File: src/rtl/esp3_dfr_pkg.sv
// Package for the serial telegram deframer: role and status codes, limits,
// and the CRC-8 byte update. No dependencies.
package esp3_dfr_pkg;

    localparam int MAX_DATA = 1024;
    localparam int BYTE_W   = 8;
    localparam int CODE_W   = 3;
    localparam int DL_W     = 11;
    localparam int CNT_W    = 11;
    localparam int HLEN_W   = 16;

    localparam logic [BYTE_W-1:0] CRC_POLY  = 8'h07;
    localparam logic [BYTE_W-1:0] SYNC_INIT = 8'h55;

    // byte roles
    localparam logic [CODE_W-1:0] ROLE_SKIP = 3'd0;
    localparam logic [CODE_W-1:0] ROLE_SYNC = 3'd1;
    localparam logic [CODE_W-1:0] ROLE_HDR  = 3'd2;
    localparam logic [CODE_W-1:0] ROLE_HCRC = 3'd3;
    localparam logic [CODE_W-1:0] ROLE_DATA = 3'd4;
    localparam logic [CODE_W-1:0] ROLE_OPT  = 3'd5;
    localparam logic [CODE_W-1:0] ROLE_DCRC = 3'd6;

    // status codes
    localparam logic [CODE_W-1:0] ST_BUSY    = 3'd0;
    localparam logic [CODE_W-1:0] ST_GOOD    = 3'd1;
    localparam logic [CODE_W-1:0] ST_NOSYNC  = 3'd2;
    localparam logic [CODE_W-1:0] ST_TOOLONG = 3'd3;
    localparam logic [CODE_W-1:0] ST_HCRC    = 3'd4;
    localparam logic [CODE_W-1:0] ST_DCRC    = 3'd5;

    // CRC-8, MSB first, one byte
    function automatic logic [BYTE_W-1:0] crc8_update(
        input logic [BYTE_W-1:0] crc,
        input logic [BYTE_W-1:0] b
    );
        logic [BYTE_W-1:0] c;
        c = crc ^ b;
        for (int i = 0; i < BYTE_W; i++) begin
            if (c[BYTE_W-1]) begin
                c = {c[BYTE_W-2:0], 1'b0} ^ CRC_POLY;
            end else begin
                c = {c[BYTE_W-2:0], 1'b0};
            end
        end
        return c;
    endfunction

endpackage

File: src/rtl/esp3_telegram_deframer_unit.sv
// Serial telegram deframer top level: sync hunt, header and body tracking,
// header and data CRC-8 checks. Depends on esp3_dfr_pkg.

// Takes one received byte per transfer and returns one tagged result per byte
// (role, status, and the current telegram's type and lengths). A byte is
// taken every cycle unless the result is stalled, and passes through the
// input register, then the result register. The rate is set by the per-byte
// state update, whose longest path is the eight-step CRC-8 byte update
// feeding the running CRC register. The sync byte is the one configuration
// register (reset 0x55); write it only while no bytes are in flight. While
// the result is stalled the input register can still take one byte; after
// that the byte channel's ready stays low until the result is taken.
module esp3_telegram_deframer_unit (
    input  logic                                i_clk,
    input  logic                                i_rst_n,
    input  logic                                i_rx_valid,
    output logic                                o_rx_ready,
    input  logic [esp3_dfr_pkg::BYTE_W-1:0]     i_rx_byte,
    input  logic                                i_cfg_valid,
    output logic                                o_cfg_ready,
    input  logic [esp3_dfr_pkg::BYTE_W-1:0]     i_cfg_sync_value,
    output logic                                o_res_valid,
    input  logic                                i_res_ready,
    output logic [esp3_dfr_pkg::BYTE_W-1:0]     o_byte_out,
    output logic [esp3_dfr_pkg::CODE_W-1:0]     o_byte_role,
    output logic [esp3_dfr_pkg::CODE_W-1:0]     o_status,
    output logic [esp3_dfr_pkg::BYTE_W-1:0]     o_packet_type,
    output logic [esp3_dfr_pkg::DL_W-1:0]       o_data_length,
    output logic [esp3_dfr_pkg::BYTE_W-1:0]     o_option_length
);
    import esp3_dfr_pkg::*;

    localparam logic [2:0] PH_HUNT   = 3'd0;
    localparam logic [2:0] PH_HEADER = 3'd1;
    localparam logic [2:0] PH_HCRC   = 3'd2;
    localparam logic [2:0] PH_BODY   = 3'd3;
    localparam logic [2:0] PH_DCRC   = 3'd4;

    localparam int BLEN_W = HLEN_W + 1;

    // input stage
    logic              r_in_valid;
    logic [BYTE_W-1:0] r_in_byte;

    // frame state
    logic [BYTE_W-1:0] r_sync;
    logic [2:0]        r_phase, n_phase;
    logic [CNT_W-1:0]  r_count, n_count;
    logic [HLEN_W-1:0] r_dlen, n_dlen;
    logic [BYTE_W-1:0] r_olen, n_olen;
    logic [BYTE_W-1:0] r_type, n_type;
    logic [BYTE_W-1:0] r_crc, n_crc;

    // result stage
    logic              r_out_valid;
    logic [BYTE_W-1:0] r_out_byte;
    logic [CODE_W-1:0] r_out_role, n_role;
    logic [CODE_W-1:0] r_out_status, n_status;
    logic [BYTE_W-1:0] r_out_type;
    logic [DL_W-1:0]   r_out_dlen, n_dl_sat;
    logic [BYTE_W-1:0] r_out_olen;

    logic              adv;
    logic              step;
    logic [CNT_W-1:0]  cnt_inc;
    logic [BLEN_W-1:0] body_len;
    logic [BYTE_W-1:0] crc_next;

    assign adv        = !r_out_valid || i_res_ready;
    assign step       = r_in_valid && adv;
    assign o_rx_ready = !r_in_valid || adv;
    assign o_cfg_ready = 1'b1;

    assign cnt_inc  = r_count + CNT_W'(1);
    assign body_len = {1'b0, r_dlen} + BLEN_W'(r_olen);
    assign crc_next = crc8_update(r_crc, r_in_byte);

    always_comb begin
        n_phase  = r_phase;
        n_count  = r_count;
        n_dlen   = r_dlen;
        n_olen   = r_olen;
        n_type   = r_type;
        n_crc    = r_crc;
        n_role   = ROLE_SKIP;
        n_status = ST_BUSY;
        unique case (r_phase)
            PH_HEADER: begin
                n_role  = ROLE_HDR;
                n_crc   = crc_next;
                if (r_count == CNT_W'(0)) begin
                    n_dlen = {r_in_byte, 8'h00};
                end else if (r_count == CNT_W'(1)) begin
                    n_dlen = {r_dlen[HLEN_W-1:BYTE_W], r_in_byte};
                end else if (r_count == CNT_W'(2)) begin
                    n_olen = r_in_byte;
                end else begin
                    n_type = r_in_byte;
                end
                n_count = cnt_inc;
                if (cnt_inc >= CNT_W'(4)) begin
                    n_phase = PH_HCRC;
                end
            end
            PH_HCRC: begin
                n_role = ROLE_HCRC;
                if (r_dlen > HLEN_W'(MAX_DATA)) begin
                    n_status = ST_TOOLONG;
                    n_phase  = PH_HUNT;
                end else if (r_crc != r_in_byte) begin
                    n_status = ST_HCRC;
                    n_phase  = PH_HUNT;
                end else begin
                    n_crc   = '0;
                    n_count = '0;
                    n_phase = (body_len == '0) ? PH_DCRC : PH_BODY;
                end
            end
            PH_BODY: begin
                n_role  = (HLEN_W'(r_count) < r_dlen) ? ROLE_DATA : ROLE_OPT;
                n_crc   = crc_next;
                n_count = cnt_inc;
                if (BLEN_W'(cnt_inc) >= body_len) begin
                    n_phase = PH_DCRC;
                end
            end
            PH_DCRC: begin
                n_role   = ROLE_DCRC;
                n_status = (r_crc == r_in_byte) ? ST_GOOD : ST_DCRC;
                n_phase  = PH_HUNT;
            end
            default: begin
                // hunting; unused codes behave the same
                n_count = '0;
                n_dlen  = '0;
                n_olen  = '0;
                n_type  = '0;
                n_crc   = '0;
                if (r_in_byte == r_sync) begin
                    n_role  = ROLE_SYNC;
                    n_phase = PH_HEADER;
                end else begin
                    n_role   = ROLE_SKIP;
                    n_status = ST_NOSYNC;
                    n_phase  = PH_HUNT;
                end
            end
        endcase
        n_dl_sat = (n_dlen > HLEN_W'(MAX_DATA)) ? DL_W'(MAX_DATA) : n_dlen[DL_W-1:0];
    end

    always_ff @(posedge i_clk) begin
        if (!i_rst_n) begin
            r_in_valid  <= 1'b0;
            r_out_valid <= 1'b0;
            r_sync      <= SYNC_INIT;
            r_phase     <= PH_HUNT;
            r_count     <= '0;
            r_dlen      <= '0;
            r_olen      <= '0;
            r_type      <= '0;
            r_crc       <= '0;
        end else begin
            if (i_cfg_valid) begin
                r_sync <= i_cfg_sync_value;
            end
            if (o_rx_ready) begin
                r_in_valid <= i_rx_valid;
            end
            if (adv) begin
                r_out_valid <= r_in_valid;
            end
            if (step) begin
                r_phase <= n_phase;
                r_count <= n_count;
                r_dlen  <= n_dlen;
                r_olen  <= n_olen;
                r_type  <= n_type;
                r_crc   <= n_crc;
            end
        end
    end

    always_ff @(posedge i_clk) begin
        if (o_rx_ready && i_rx_valid) begin
            r_in_byte <= i_rx_byte;
        end
        if (step) begin
            r_out_byte   <= r_in_byte;
            r_out_role   <= n_role;
            r_out_status <= n_status;
            r_out_type   <= n_type;
            r_out_dlen   <= n_dl_sat;
            r_out_olen   <= n_olen;
        end
    end

    assign o_res_valid     = r_out_valid;
    assign o_byte_out      = r_out_byte;
    assign o_byte_role     = r_out_role;
    assign o_status        = r_out_status;
    assign o_packet_type   = r_out_type;
    assign o_data_length   = r_out_dlen;
    assign o_option_length = r_out_olen;

`ifndef SYNTHESIS
    // any final status sends the frame logic back to hunting
    a_end_to_hunt: assert property (@(posedge i_clk) disable iff (!i_rst_n)
        (step && n_status != ST_BUSY) |=> (r_phase == PH_HUNT))
        else $error("frame ended without returning to hunt");

    a_hdr_count: assert property (@(posedge i_clk) disable iff (!i_rst_n)
        (r_phase == PH_HEADER) |-> (r_count < CNT_W'(4)))
        else $error("header byte count out of range");

    a_body_count: assert property (@(posedge i_clk) disable iff (!i_rst_n)
        (r_phase == PH_BODY) |-> (BLEN_W'(r_count) < body_len))
        else $error("body count past body length");

    a_body_len_ok: assert property (@(posedge i_clk) disable iff (!i_rst_n)
        (r_phase == PH_BODY || r_phase == PH_DCRC) |-> (r_dlen <= HLEN_W'(MAX_DATA)))
        else $error("oversized data length reached body");

    a_skip_fields: assert property (@(posedge i_clk) disable iff (!i_rst_n)
        (r_out_valid && r_out_role == ROLE_SKIP) |->
        (r_out_status == ST_NOSYNC && r_out_type == '0 && r_out_dlen == '0
         && r_out_olen == '0))
        else $error("skipped byte with stale header fields");
`endif

endmodule
File: config.mk
export PLATFORM = sky130hd
export DESIGN_NAME = esp3_telegram_deframer_unit
export DESIGN_NICKNAME = d
export VERILOG_FILES = /design/src/rtl/esp3_dfr_pkg.sv /design/src/rtl/esp3_telegram_deframer_unit.sv
export SDC_FILE = /design/constraint.sdc
export NUM_CORES = 1
export LEC_CHECK = 0
export BUFFER_PORTS_ARGS = -buffer_cell sky130_fd_sc_hd__buf_2
export CORE_MARGIN = 2
export CORE_UTILIZATION = 30
export CTS_BUF_LIST = sky130_fd_sc_hd__clkbuf_4 sky130_fd_sc_hd__clkbuf_8
export CTS_CLUSTER_SIZE = 40
export DETAILED_ROUTE_END_ITERATION = 10
export SLEW_MARGIN = 30
export SYNTH_ARGS = -nofsm -noshare
export SYNTH_HDL_FRONTEND = slang
export SYNTH_SLANG_ARGS = --single-unit
File: constraint.sdc
create_clock -name i_clk -period 8.6 [get_ports i_clk]
set_input_delay 1.29 -clock i_clk [delete_from_list [all_inputs] [get_ports i_clk]]
set_output_delay 1.29 -clock i_clk [all_outputs]
set_load 0.03 [all_outputs]
-- Word level (Yosys, flattened, before mapping)
Cells that the tools add are included.
W data, S select, Z words.
- memories: 0
- bits in latches: 0
- ROM bits: 0
- bits of input ports: 21
- logic and storage cells: 97
- RAM bits: 0
- bits in registers: 113
- output and inout port bits: 44
- equal/unequal tests: 13
- $add $sub $neg: 2
- divide/modulo/power cells: 0
- shift-type cells: 0
- bitwise operators: 10
- reductions and logical operators: 12
- $mul: 0
- multiplexer cells: 39
- magnitude comparators: 5
- operator list (cell ; number):
    $mux W8 ; 9
    $mux W3 ; 16
    $pmux W11 S3 ; 1
    $gt A16 B11 Y1 const B ; 2
    $pmux W16 S2 ; 1
    $pmux W8 S2 ; 2
    $not A3 Y3 ; 8
    $pmux W3 S4 ; 2
    $pmux W8 S3 ; 1
    $mux W11 ; 2
    $add A16 B8 Y17 ; 1
    $ge A11 B17 Y1 ; 1
    $logic_not A17 Y1 ; 1
    $eq A8 B8 Y1 ; 2
    $lt A11 B16 Y1 ; 1
    $mux W16 ; 1
    $add A11 B1 Y11 const B ; 1
    $eq A11 B1 Y1 const B ; 1
    $eq A11 B2 Y1 const B ; 1
    $ge A11 B3 Y1 const B ; 1
    $logic_not A11 Y1 ; 1
    $pmux W3 S3 ; 1
    $ne A2 B2 Y1 const B ; 4
    $ne A8 B8 Y1 ; 1
    14 further kinds ; 19

-- Depth between registers and ports, before layout
Gate-level depths: netlist (run 1).
- depth after elaboration: 18
- mapped depth: 14
- depth with buffers taken out: 14

-- Worst setup path after synthesis (run 1)
No wires, ideal clock.
- path type: input-to-reg
- start point: in i_res_ready
- end point: reg r_out_byte[0], in the netlist o_byte_out[0], enable pin
- arrival: 2953 ps
- setup time: 421 ps
- path slack: 5226 ps
- cell stages on the path: 4
- path through: nor2b_1 > nand2b_1 > clkinv_1 > clkbuf_1
- cells in the longest elaborated chain, start to end: 2
- RTL lines (element ; line ; text):
    from (decl) ; esp3_telegram_deframer_unit.sv:23 ; input logic i_res_ready,
    $logic_or A1 B1 Y1 ; esp3_telegram_deframer_unit.sv:69 ; assign adv = !r_out_valid || i_res_ready;
    $logic_and A1 B1 Y1 ; esp3_telegram_deframer_unit.sv:70 ; assign step = r_in_valid && adv;
    via step ; esp3_telegram_deframer_unit.sv:64 ; logic step;
    to (signal assigned) ; esp3_telegram_deframer_unit.sv:189 ; r_out_byte <= r_in_byte;
    to (decl) ; esp3_telegram_deframer_unit.sv:56 ; logic [BYTE_W-1:0] r_out_byte;
The timed path passes the listed nets, and every way through them passes these cells.
A chain may end at the register's enable or synchronous reset.

-- Final worst setup path (run 1)
- start point: reg r_dlen[0]
- end point: reg r_phase[0]
- cells in the longest elaborated chain, start to end: 6
- elaborated cells between the ends (all ways): 10
- RTL lines (element ; line ; text):
    from (decl) ; esp3_telegram_deframer_unit.sv:49 ; logic [HLEN_W-1:0] r_dlen, n_dlen;
    from (signal assigned) ; esp3_telegram_deframer_unit.sv:176 ; r_dlen <= n_dlen;
    parallel branches: the longest is 6 deep, another holds $add A16 B8 Y17 ; n/a ;
    to (signal assigned) ; esp3_telegram_deframer_unit.sv:174 ; r_phase <= n_phase;
    to (decl) ; esp3_telegram_deframer_unit.sv:47 ; logic [2:0] r_phase, n_phase;
Parallel ways; which one is timed is not known.

==> results by group, run 1 <==
Yosys
  • Synth Warn #: 0
  • Asr flop ratio synth: 0%
  • Synth Instances: 667
  • Yosys cell types: 66
  • Post-synth design cell area: ~6400 um^2
  • Syn_area_per_cell: 9.56 um^2
  • Yosys top cell by area: edfxtp_1
  • Number of synthesized flops with an enable pin: 49
  • Largest cells by area after synthesis: edfxtp_1 (23%), dfxtp_1 (20%), ha_1 (7.1%)
  • Ys flop type: dfxtp_1
  • Syn nets: 725
  • Seq cells post-synth: 113
  • Post-synth top area share: 23.1%
  • Seq/Total Area, Yosys: between 40% and 50%

STA
  • Slew @ Worst Pin: 0.807 ns
  • Max Slew Vio Count: 0
  • RSZ-0062 raised after global routing: no
  • Final Hold Viols: 0
  • Clock skew: 0.0130 ns
  • Final min period: 3.81 ns
  • Finish-stage setup viols: 0
  • Setup slack after layout: approximately 4.8 ns
  • Setup TNS: 0 ns
  • Fmax achieved: 262 MHz
  • Hold slack: 0.460 ns
  • Worst slew margin: 46.0%
  • Tcrit/Tclk final: 44.3%

Setup path
  • R2R Setup Slk: about 4.8 ns
  • Kind of critical path: flop to flop
  • Worst-path fanout max: 6
  • Critical path capture point type: flop
  • CP startpoint kind: flop
  • Critical Path RT: just under 9 ns
  • Worst Path Arrival: about 4.2 ns

Clock network
  • Clock insertion delay at the later pin of the skew report: ~0.46 ns
  • Clock sinks: around 110
  • Htree depth: 4
  • Post_cts resized: 0
  • # hold bufs at CTS: 0
  • Clock Path Buffers: 2
  • Root Driver: clkbuf_8
  • Reg clk slew, reported paths: 0.07 ns
  • Setup Buffers After CTS: 0
  • CTS tree: done
  • TritonCTS buffer count: 17

Run
  • Max_cap viols: 0

Layout
  • Commonest non-fill, non-tap cell in the layout: nand2_1
  • Layout cell share with drive strength beyond 1: between 15 and 20%
  • Syn-to-layout area delta: 14.0%
  • Most frequent cells in the layout: nand2_1 (70), dfxtp_1 (64), buf_2 (63)
  • Nets: 772
  • # diodes: 0
  • Filler cell count: 2176

GRT
  • Total grt overflow: 0
  • All-Layer GR Usage: approximately 15%
  • Met3 Use GR: under 10%
  • Top Usage Layer GRT: met2
  • Pin count of the biggest net entering global routing: 67
  • Met1 usage: 20.2%
  • Global Route met2 Usage: 23.3%
  • Initial antenna violation count: 0
  • First-pass GRT wire length: 26.0 mm
  • Vias in the first global route: 4806

Power
  • Worst VDD drop: about 89 uV
  • Lkg Pwr: 2.74 nW
  • Power Density: 168 nW/um^2

Placed design
  • Input/output buffers: 63
  • Pre-CTS WS: 4.80 ns
  • Final Wtd Congestion: 0.819
  • DP Wirelength: 11.2 mm

Floorplan
  • Die width: about 150 um
  • IO Count: 65
  • Starting Density: 30.4%
  • Core area: 21000 um^2
  • Site Rows: between 50 and 60
  • Die area: 22400 um^2
  • Die H: 150 um

Route
  • Detailed Route WL: between 15 and 20 mm
  • Drt wl/cell: 16.2 um
  • Initial DRC count: roughly 400
  • DRT Pass-1 Iters: 5
  • Final ANT Viol Nets: 0
  • Via count: 5094
  • Remaining DRCs: 0
  • Via/cell ratio: 5.08

Status
  • Status: finished, final reports clean

Worst hold path
  • Worst Hold Class: flop to flop
[sequential cells by signal, summed over array words and instances (netlist names), 3 cells and up]
signal / count
r_dlen: 16
r_sync: 8
o_data_length: 11
r_count: 11
r_in_byte: 8
r_olen: 8
o_option_length: 8
o_byte_out: 8
o_byte_role: 3
r_crc: 8
r_type: 8
r_phase: 3
o_packet_type: 8
o_status: 3
[per-stage QoR]
stage	total power (W)	utilization, %	std cells	instance area, um^2
after floorplan	0.000692	-	667	6380
final	0.00122	34.7	1002	7270
after detailed placement	0.000728	32.8	970	6870
after CTS	0.00123	34.7	1002	7260
after global placement	0.000728	32.8	970	6870
after global routing	0.00126	34.7	1002	7270
[final timing paths]
check / from / cells after the start / endpoint
setup / recovery: r_dlen[0] / 14 / r_phase[0]
setup reg to reg: r_dlen[0] / 14 / r_phase[0]
hold reg to reg: r_type[3] / 2 / r_type[3]
hold / removal: r_type[3] / 2 / r_type[3]
[Yosys cell counts, types with 3 or more instances]
cell / instances
nand2_1: 71
dfxtp_1: 64
edfxtp_1: 49
ha_1: 36
xnor2_1: 36
nor2b_1: 35
nor2_1: 34
a21oi_1: 31
o21ai_0: 26
a22oi_1: 24
clkbuf_1: 24
inv_1: 23
nor3_1: 21
a21boi_0: 18
a22o_1: 16
xor2_1: 12
nand3_1: 11
mux2i_1: 10
nand4_1: 10
and3_1: 9
and2_1: 7
buf_2: 7
nand2b_1: 7
a31oi_1: 6
o211ai_1: 6
a211oi_1: 5
a21o_1: 5
o21a_1: 5
buf_4: 4
a21boi_1: 3
a32oi_1: 3
buf_6: 3
nand2_2: 3
nor4_1: 3
[power breakdown]
part	internal [W]	switching (W)
combinational	0.0000400	0.0000805
sequential	0.000577	0.0000186
clock	0.000267	0.000235
[worst max-delay path: stages, from the launching register on]
cell	delay [ns]
dfxtp_1	0.39
ha_1	0.27
fa_1	0.43
a211oi_1	0.35
o21ai_0	0.22
a31oi_1	0.33
nor3_1	0.10
xnor2_1	0.23
inv_1	0.08
ha_1	0.30
nand4_1	0.09
o311ai_0	0.34
o211a_1	0.22
o41ai_1	0.09
o221a_2	0.26
[cell type report]
| class | count | area, um^2 | area share (%) |
|---|---|---|---|
| multi-input cells | 492 | 3350 | 46.1 |
| flip-flops and latches | 113 | 2750 | 37.9 |
| well taps | 275 | 344 | 4.73 |
| repair buffers | 66 | 338 | 4.65 |
| clock buffers | 19 | 255 | 3.51 |
| clock inverters | 13 | 138 | 1.89 |
| inverters | 24 | 90.1 | 1.24 |
[layer usage]
layer	part of all wire, %	vias to the layer above
met2	44	169
met4	3.1	0
met1	46	2378
met5	0	-
met3	6.2	38
li1	-	2509
[kinds of logic after synthesis]
group	synth area share [%]
adders and majority gates	7.38
DFF	43.2
xor gates and xnor gates	6.59
buffers and inverters	4.37
muxes	1.75
other	0.0588
and+or+nand+nor	18.2
AOI/OAI and AO/OA	18.5
Power figures use the tool's default switching activity.
==> run 2: changes to the inputs <==
==> constraint.sdc (replaced) <==
create_clock -name i_clk -period 3.05 [get_ports i_clk]
set_input_delay 0.4575 -clock i_clk [delete_from_list [all_inputs] [get_ports i_clk]]
set_output_delay 0.4575 -clock i_clk [all_outputs]
set_load 0.03 [all_outputs]
==> run 2 against run 1 <==
The run now ends with negative setup slack left. Cell count is 4.0% higher. Critical path depth is 3 lower. Clock power grew to 2.8 times the previous value. Sequential share of layout area is 1.8 points lower. Routed wire length is 5.6% higher. Via count is 4.8% higher. Critical path type unchanged. Largest cell class unchanged. Largest power group unchanged. Highest routed layer unchanged.
==> results by group, run 2 (synthesized netlist as in run 1, its figures left out) <==
Status
  • Status: complete, but fails checks (was finished, final reports clean)
  • Failing checks: negative setup slack

Route
  • Via count: 5340 (was 5094)
  • Drt wl/cell: 16.4 um (was 16.2 um)
  • Detailed Route WL: 17.1 mm (was 16.2 mm)
  • Remaining DRCs: 0 (unchanged)
  • Via/cell ratio: 5.12 (was 5.08)
  • Final ANT Viol Nets: 0 (unchanged)
  • Initial DRC count: 509 (was 397)
  • DRT Pass-1 Iters: 5 (unchanged)

Power
  • Combinational share of power: 11.5% (was 9.9%)
  • Sw Pwr: 0.000944 W (was 0.000334 W)
  • Internal Dissipation: 0.00250 W (was 0.000884 W)
  • Clock power frac: 40.5% (was 41.2%)
  • Lkg Pwr: 2.95 nW (was 2.74 nW)
  • Switching share of power: 27.4% (about the same)
  • Part of the power in registers: 47.9% (was 48.9%)
  • Worst VDD drop: 261 uV (was 89.1 uV)
  • Power Density: 451 nW/um^2 (was 168 nW/um^2)

Setup path
  • Worst path slowest cell: ha_1 (was fa_1)
  • CP startpoint kind: flop (unchanged)
  • Worst Path Arrival: 3.41 ns (was 4.16 ns)
  • Critical-path cell list: ha_1 > nand3_1 > nor3_1 > o21ai_0 > xnor2_1 > ha_1 > nand2_1 > o311ai_1 > o211a_1 > o41ai_2 > o221a_2 (was ha_1 > fa_1 > a211oi_1 > o21ai_0 > a31oi_1 > nor3_1 > xnor2_1 > inv_1 > ha_1 > nand4_1 > o311ai_0 > o211a_1 > o41ai_1 > o221a_2)
  • Top Family by Delay on Critical Path: compound AO/OA/AOI/OAI gates (unchanged)
  • Worst-path fanout max: 7 (was 6)
  • Buf/Inv on CP: 0 (was 1)
  • Critical Path RT: 3.38 ns (was 8.95 ns)
  • Most used cell, CP: ha_1 (unchanged)
  • Critical path capture point type: flop (unchanged)
  • Slowest cell delay on critical path: 0.49 ns (was 0.43 ns)
  • Kind of critical path: flop to flop (unchanged)

Floorplan
  • Site Rows: 53 (unchanged)
  • Die width: 150 um (unchanged)
  • IO Count: 65 (unchanged)
  • Starting Density: 30.4% (unchanged)
  • Die area: 22400 um^2 (unchanged)
  • Core area: 21000 um^2 (unchanged)
  • Die H: 150 um (unchanged)

STA
  • Final Hold Viols: 0 (unchanged)
  • Final min period: 3.08 ns (was 3.81 ns)
  • Fmax achieved: 324 MHz (was 262 MHz)
  • RSZ-0062 raised after global routing: yes (was no)
  • Worst slew margin: 46.4% (was 46.0%)
  • Setup slack after layout: -0.0330 ns (was 4.79 ns)
  • Max Slew Vio Count: 0 (unchanged)
  • Slew @ Worst Pin: 0.798 ns (was 0.807 ns)
  • Clock skew: 0.0109 ns (was 0.0130 ns)
  • Finish-stage setup viols: 2 (was 0)
  • Tcrit/Tclk final: 101% (was 44.3%)

Clock network
  • Htree depth: 4 (unchanged)
  • Reg clk slew, reported paths: 0.07 ns (about the same)
  • Clock insertion delay at the later pin of the skew report: 0.44 ns (was 0.46 ns)
  • Clock Path Buffers: 2 (unchanged)
  • # hold bufs at CTS: 0 (unchanged)
  • TritonCTS buffer count: 17 (unchanged)
  • Root Driver: clkbuf_8 (unchanged)
  • CTS tree: done (unchanged)
  • Clock sinks: 113 (unchanged)

GRT
  • First-pass GRT wire length: 26.9 mm (was 26.0 mm)
  • Total grt overflow: 0 (unchanged)
  • All-Layer GR Usage: 15.6% (was 15.1%)
  • Initial antenna violation count: 0 (unchanged)
  • Pin count of the biggest net entering global routing: 58 (was 67)
  • Vias in the first global route: 5076 (was 4806)

Layout
  • Layout cell share with drive strength beyond 1: 21.5% (was 16.0%)
  • Final Non-Filler Cells: 1042 (was 1002)
  • Syn-to-layout area delta: 19.7% (was 14.0%)
  • Top reg by flops: r_dlen (unchanged)
  • Nets: 812 (was 772)
  • # diodes: 0 (unchanged)
  • Area taken by multi-input logic gates: 3410 um^2 (was 3350 um^2)
  • Cell area after layout: 7640 um^2 (was 7270 um^2)
  • Register Area: 2760 um^2 (was 2750 um^2)
  • Most frequent cells in the layout: nand2_1 (71), buf_2 (62), dfxtp_1 (62) (was nand2_1 (70), dfxtp_1 (64), buf_2 (63))
  • Filler cell count: 2153 (was 2176)
  • Commonest non-fill, non-tap cell in the layout: nand2_1 (unchanged)
  • Largest register FFs: 16 (unchanged)

Placed design
  • DP Cell Count: 1008 (was 970)
  • Cell Area, Placed: 7180 um^2 (was 6870 um^2)
  • Pre-CTS WS: -0.0291 ns (was 4.80 ns)
  • Input/output buffers: 63 (unchanged)
  • DP Wirelength: 12.2 mm (was 11.2 mm)
  • Final Wtd Congestion: 0.875 (was 0.819)

Worst hold path
  • Worst Hold Class: input port to flop (was flop to flop)

Run
  • Max_cap viols: 0 (unchanged)
## run 2: layout make-up
type	count	area share, %
Clock buffer	19	3.26
Clock inverter	13	1.82
Sequential cell	113	36.1
Inverter	24	1.18
Tap cell	275	4.51
Timing Repair Buffer	106	8.55
Multi-Input combinational cell	492	44.6
## run 2: worst paths after layout
path / startpoint / endpoint / slack (ns) / cells past startpoint
min reg2reg: r_type[3] / r_type[3] / 0.46 / 2
max: r_dlen[6] / r_phase[1] / -0.03 / 11
min: i_rx_byte[0] / r_in_byte[0] / 0.19 / 1
max reg2reg: r_dlen[6] / r_phase[1] / -0.03 / 11
## run 2: what timing repair did
action	in CTS	in global routing
hold endpoints to repair	0	0
resized for setup	6	3
buffers inserted	1	1
setup endpoints to repair	2	3
## run 2: power by group through the flow
stage	Clock [W]	Combinational [W]	Sequential, W
after global routing	0.00150	0.000429	0.00166
after floorplan	0	0.000220	0.00173
after detailed placement	0	0.000395	0.00169
after CTS	0.00143	0.000397	0.00165
after global placement	0	0.000394	0.00169
final	0.00140	0.000397	0.00165
## run 2: routing by layer
| layer | track usage [%] | up-vias | wire length (um) |
|---|---|---|---|
| met5 | 0 | - | 0 |
| met4 | 6.37 | 0 | 382 |
| met3 | 3.41 | 24 | 1010 |
| met2 | 24.7 | 168 | 7890 |
| met1 | 20.7 | 2565 | 7840 |
| li1 | - | 2583 | - |
## run 2: through the flow
| step | total power [W] | utilization (%) | setup TNS [ns] | hold WS, ns |
|---|---|---|---|---|
| after floorplan | 0.00195 | - | 0 | 0.421 |
| after global placement | 0.00208 | 34.3 | 0 | 0.441 |
| after detailed placement | 0.00208 | 34.3 | -0.0516 | 0.451 |
| after CTS | 0.00348 | 36.3 | 0 | 0.157 |
| after global routing | 0.00358 | 36.4 | -0.479 | 0.147 |
| final | 0.00345 | 36.4 | -0.0646 | 0.186 |
==> run 3: changes to the inputs <==
--- a/config.mk
+++ b/config.mk
@@ -6,6 +6,7 @@
 export NUM_CORES = 1
 export LEC_CHECK = 0
 export BUFFER_PORTS_ARGS = -buffer_cell sky130_fd_sc_hd__buf_2
+export CORE_ASPECT_RATIO = 1.4
 export CORE_MARGIN = 2
 export CORE_UTILIZATION = 30
 export CTS_BUF_LIST = sky130_fd_sc_hd__clkbuf_4 sky130_fd_sc_hd__clkbuf_8
==> constraint.sdc (replaced) <==
create_clock -name i_clk -period 3.05 [get_ports i_clk]
set_input_delay 0.4575 -clock i_clk [delete_from_list [all_inputs] [get_ports i_clk]]
set_output_delay 0.4575 -clock i_clk [all_outputs]
set_load 0.01 [all_outputs]
==> run 3 against run 2 <==
The flow still finishes with violations (negative setup slack). Worst setup slack lost 0.060 ns. Clock skew is 0.0028 ns higher. Routed wire length is 3.7% higher. Cell count down 0.67%. Global-route usage rose by 0.61 points. Non-clock buffer count up 8. Final area increased by 0.75%. Total power shrank 1.2%. Clock power about the same. Flip-flop and latch count stayed put. Largest power group unchanged.
==> results by group, run 3 (synthesized netlist as in run 1, its figures left out) <==
Worst hold path
  • Min-delay src: i_rx_byte[1] (was i_rx_byte[0])
  • Hold Crit Endpoint: r_in_byte[1] (was r_in_byte[0])
  • Worst hold path stage count: 1 (unchanged)
  • Worst Hold Class: input port to flop (unchanged)

Floorplan
  • Core area: 21000 um^2 (about the same)
  • Die area: 22500 um^2 (was 22400 um^2)
  • Die H: 177 um (was 150 um)
  • Starting Density: 30.3% (was 30.4%)
  • Die width: 127 um (was 150 um)
  • IO Count: 65 (unchanged)
  • Site Rows: 63 (was 53)

Layout
  • # diodes: 0 (unchanged)
  • Top reg by flops: r_dlen (unchanged)
  • Layout cell share with drive strength beyond 1: 23.1% (was 21.5%)
  • Nets: 820 (was 812)
  • Cell area after layout: 7690 um^2 (was 7640 um^2)
  • Final Non-Filler Cells: 1035 (was 1042)
  • Commonest non-fill, non-tap cell in the layout: nand2_1 (unchanged)
  • Most frequent cells in the layout: nand2_1 (71), buf_2 (63), dfxtp_1 (62) (was nand2_1 (71), buf_2 (62), dfxtp_1 (62))
  • Syn-to-layout area delta: 20.6% (was 19.7%)
  • Largest register FFs: 16 (unchanged)

STA
  • Final min period: 3.14 ns (was 3.08 ns)
  • Setup slack after layout: -0.0932 ns (was -0.0330 ns)
  • Final Hold Viols: 0 (unchanged)
  • Fmax achieved: 318 MHz (was 324 MHz)
  • Worst slew margin: 46.1% (was 46.4%)
  • Clock skew: 0.0137 ns (was 0.0109 ns)
  • RSZ-0062 raised after global routing: yes (unchanged)
  • Tcrit/Tclk final: 103% (was 101%)
  • Slew @ Worst Pin: 0.808 ns (was 0.798 ns)
  • Max Slew Vio Count: 0 (unchanged)
  • Finish-stage setup viols: 3 (was 2)

Route
  • Via/cell ratio: 5.21 (was 5.12)
  • Detailed Route WL: 17.8 mm (was 17.1 mm)
  • Drt wl/cell: 17.1 um (was 16.4 um)
  • DRT Pass-1 Iters: 5 (unchanged)
  • Initial DRC count: 294 (was 509)
  • Via count: 5390 (was 5340)
  • Final ANT Viol Nets: 0 (unchanged)
  • Remaining DRCs: 0 (unchanged)

Power
  • Worst VDD drop: 262 uV (was 261 uV)
  • Lkg Pwr: 2.99 nW (was 2.95 nW)
  • Power Density: 443 nW/um^2 (was 451 nW/um^2)

Setup path
  • R2r endpoint: r_phase[1] (unchanged)
  • Slowest cell delay on critical path: 0.36 ns (was 0.49 ns)
  • R2r startpoint: r_dlen[0] (was r_dlen[6])
  • Worst-path fanout max: 2 (was 7)
  • Critical path capture point type: flop (unchanged)
  • CP startpoint kind: flop (unchanged)
  • Critical-path cell list: ha_4 > fa_2 > a211oi_4 > o21ai_2 > a31oi_2 > nor3_2 > xnor2_1 > inv_1 > ha_4 > nand4_1 > o311ai_2 > o211a_1 > o41ai_2 > o221a_2 (was ha_1 > nand3_1 > nor3_1 > o21ai_0 > xnor2_1 > ha_1 > nand2_1 > o311ai_1 > o211a_1 > o41ai_2 > o221a_2)
  • Most used cell, CP: ha_4 (was ha_1)
  • Buf/Inv on CP: 1 (was 0)
  • Top Family by Delay on Critical Path: compound AO/OA/AOI/OAI gates (unchanged)
  • Worst path slowest cell: fa_2 (was ha_1)
  • R2R Setup Slk: -0.09 ns (was -0.03 ns)
  • Critical Path RT: 3.39 ns (was 3.38 ns)
  • FF-to-FF path depth: 14 (was 11)
  • Worst Path Arrival: 3.48 ns (was 3.41 ns)
  • Kind of critical path: flop to flop (unchanged)

Clock network
  • Clock Path Buffers: 2 (unchanged)
  • # hold bufs at CTS: 0 (unchanged)
  • Clock insertion delay at the later pin of the skew report: 0.46 ns (was 0.44 ns)
  • Root Driver: clkbuf_8 (unchanged)
  • Htree depth: 4 (unchanged)
  • Reg clk slew, reported paths: 0.08 ns (was 0.07 ns)
  • Clock sinks: 113 (unchanged)
  • CTS tree: done (unchanged)
  • TritonCTS buffer count: 17 (unchanged)

Placed design
  • Final Wtd Congestion: 0.913 (was 0.875)
  • Input/output buffers: 63 (unchanged)
  • Cell Area, Placed: 7180 um^2 (about the same)
  • DP Cell Count: 997 (was 1008)
  • DP Wirelength: 12.9 mm (was 12.2 mm)

GRT
  • Initial antenna violation count: 0 (unchanged)
  • Vias in the first global route: 5284 (was 5076)
  • All-Layer GR Usage: 16.2% (was 15.6%)
  • Pin count of the biggest net entering global routing: 49 (was 58)
  • Total grt overflow: 0 (unchanged)
  • First-pass GRT wire length: 28.0 mm (was 26.9 mm)

Status
  • Failing checks: negative setup slack (unchanged)
  • Status: complete, but fails checks (unchanged)

Run
  • Max_cap viols: 0 (unchanged)
run 3: report_power, final:
part / internal (W) / total [W] / switching (W)
sequential: 0.00163 / 0.00165 / 0.0000269
clock: 0.000742 / 0.00140 / 0.000655
combinational: 0.000133 / 0.000356 / 0.000223
run 3: how the worst max path moves through the flow:
stage / start / end / cells past startpoint
after floorplan: r_dlen[0] / r_phase[0] / 14
after global placement: r_dlen[0] / r_phase[1] / 14
after detailed placement: r_dlen[0] / r_phase[1] / 14
after CTS: r_dlen[0] / r_phase[1] / 14
after global routing: r_dlen[0] / r_phase[1] / 14
final: r_dlen[0] / r_phase[1] / 14
run 3: metrics by stage:
step	utilization (%)	setup slack (ns)	setup TNS [ns]	hold WS [ns]	total power, W
6_report	36.6	-0.0932	-0.193	0.174	0.00341
4_1_cts	36.2	-0.00126	-0.00126	0.153	0.00344
5_1_grt	36.6	-0.212	-0.571	0.144	0.00354
2_1_floorplan	-	0.0308	0	0.421	0.00191
3_3_place_gp	34.1	-0.0125	-0.0249	0.441	0.00204
3_5_place_dp	34.1	-0.0958	-0.192	0.450	0.00204
run 3: cell type report:
| cell class | instances | area [um^2] |
|---|---|---|
| fillers | 2083 | 13400 |
| multi-input cells | 492 | 3440 |
| flip-flops and latches | 113 | 2760 |
| repair buffers | 114 | 698 |
| well taps | 260 | 325 |
| clock buffers | 19 | 249 |
| clock inverters | 13 | 136 |
| inverters | 24 | 90.1 |
run 3: timing repair:
| item | CTS | global route |
|---|---|---|
| gates resized for setup | 5 | 11 |
| endpoints found under the setup margin | 3 | 3 |
| pin swaps | 1 | 2 |
| cloned | 0 | 0 |
| setup buffers | 3 | 3 |
run 3: per-layer routing:
| layer | share of wire, % | wire, um | global-route usage, % |
|---|---|---|---|
| met1 | 38 | 6830 | 17.7 |
| met2 | 51 | 9060 | 28.2 |
| met3 | 4.5 | 807 | 3.30 |
| met4 | 6.0 | 1060 | 11.1 |
| met5 | 0 | 0 | 0 |
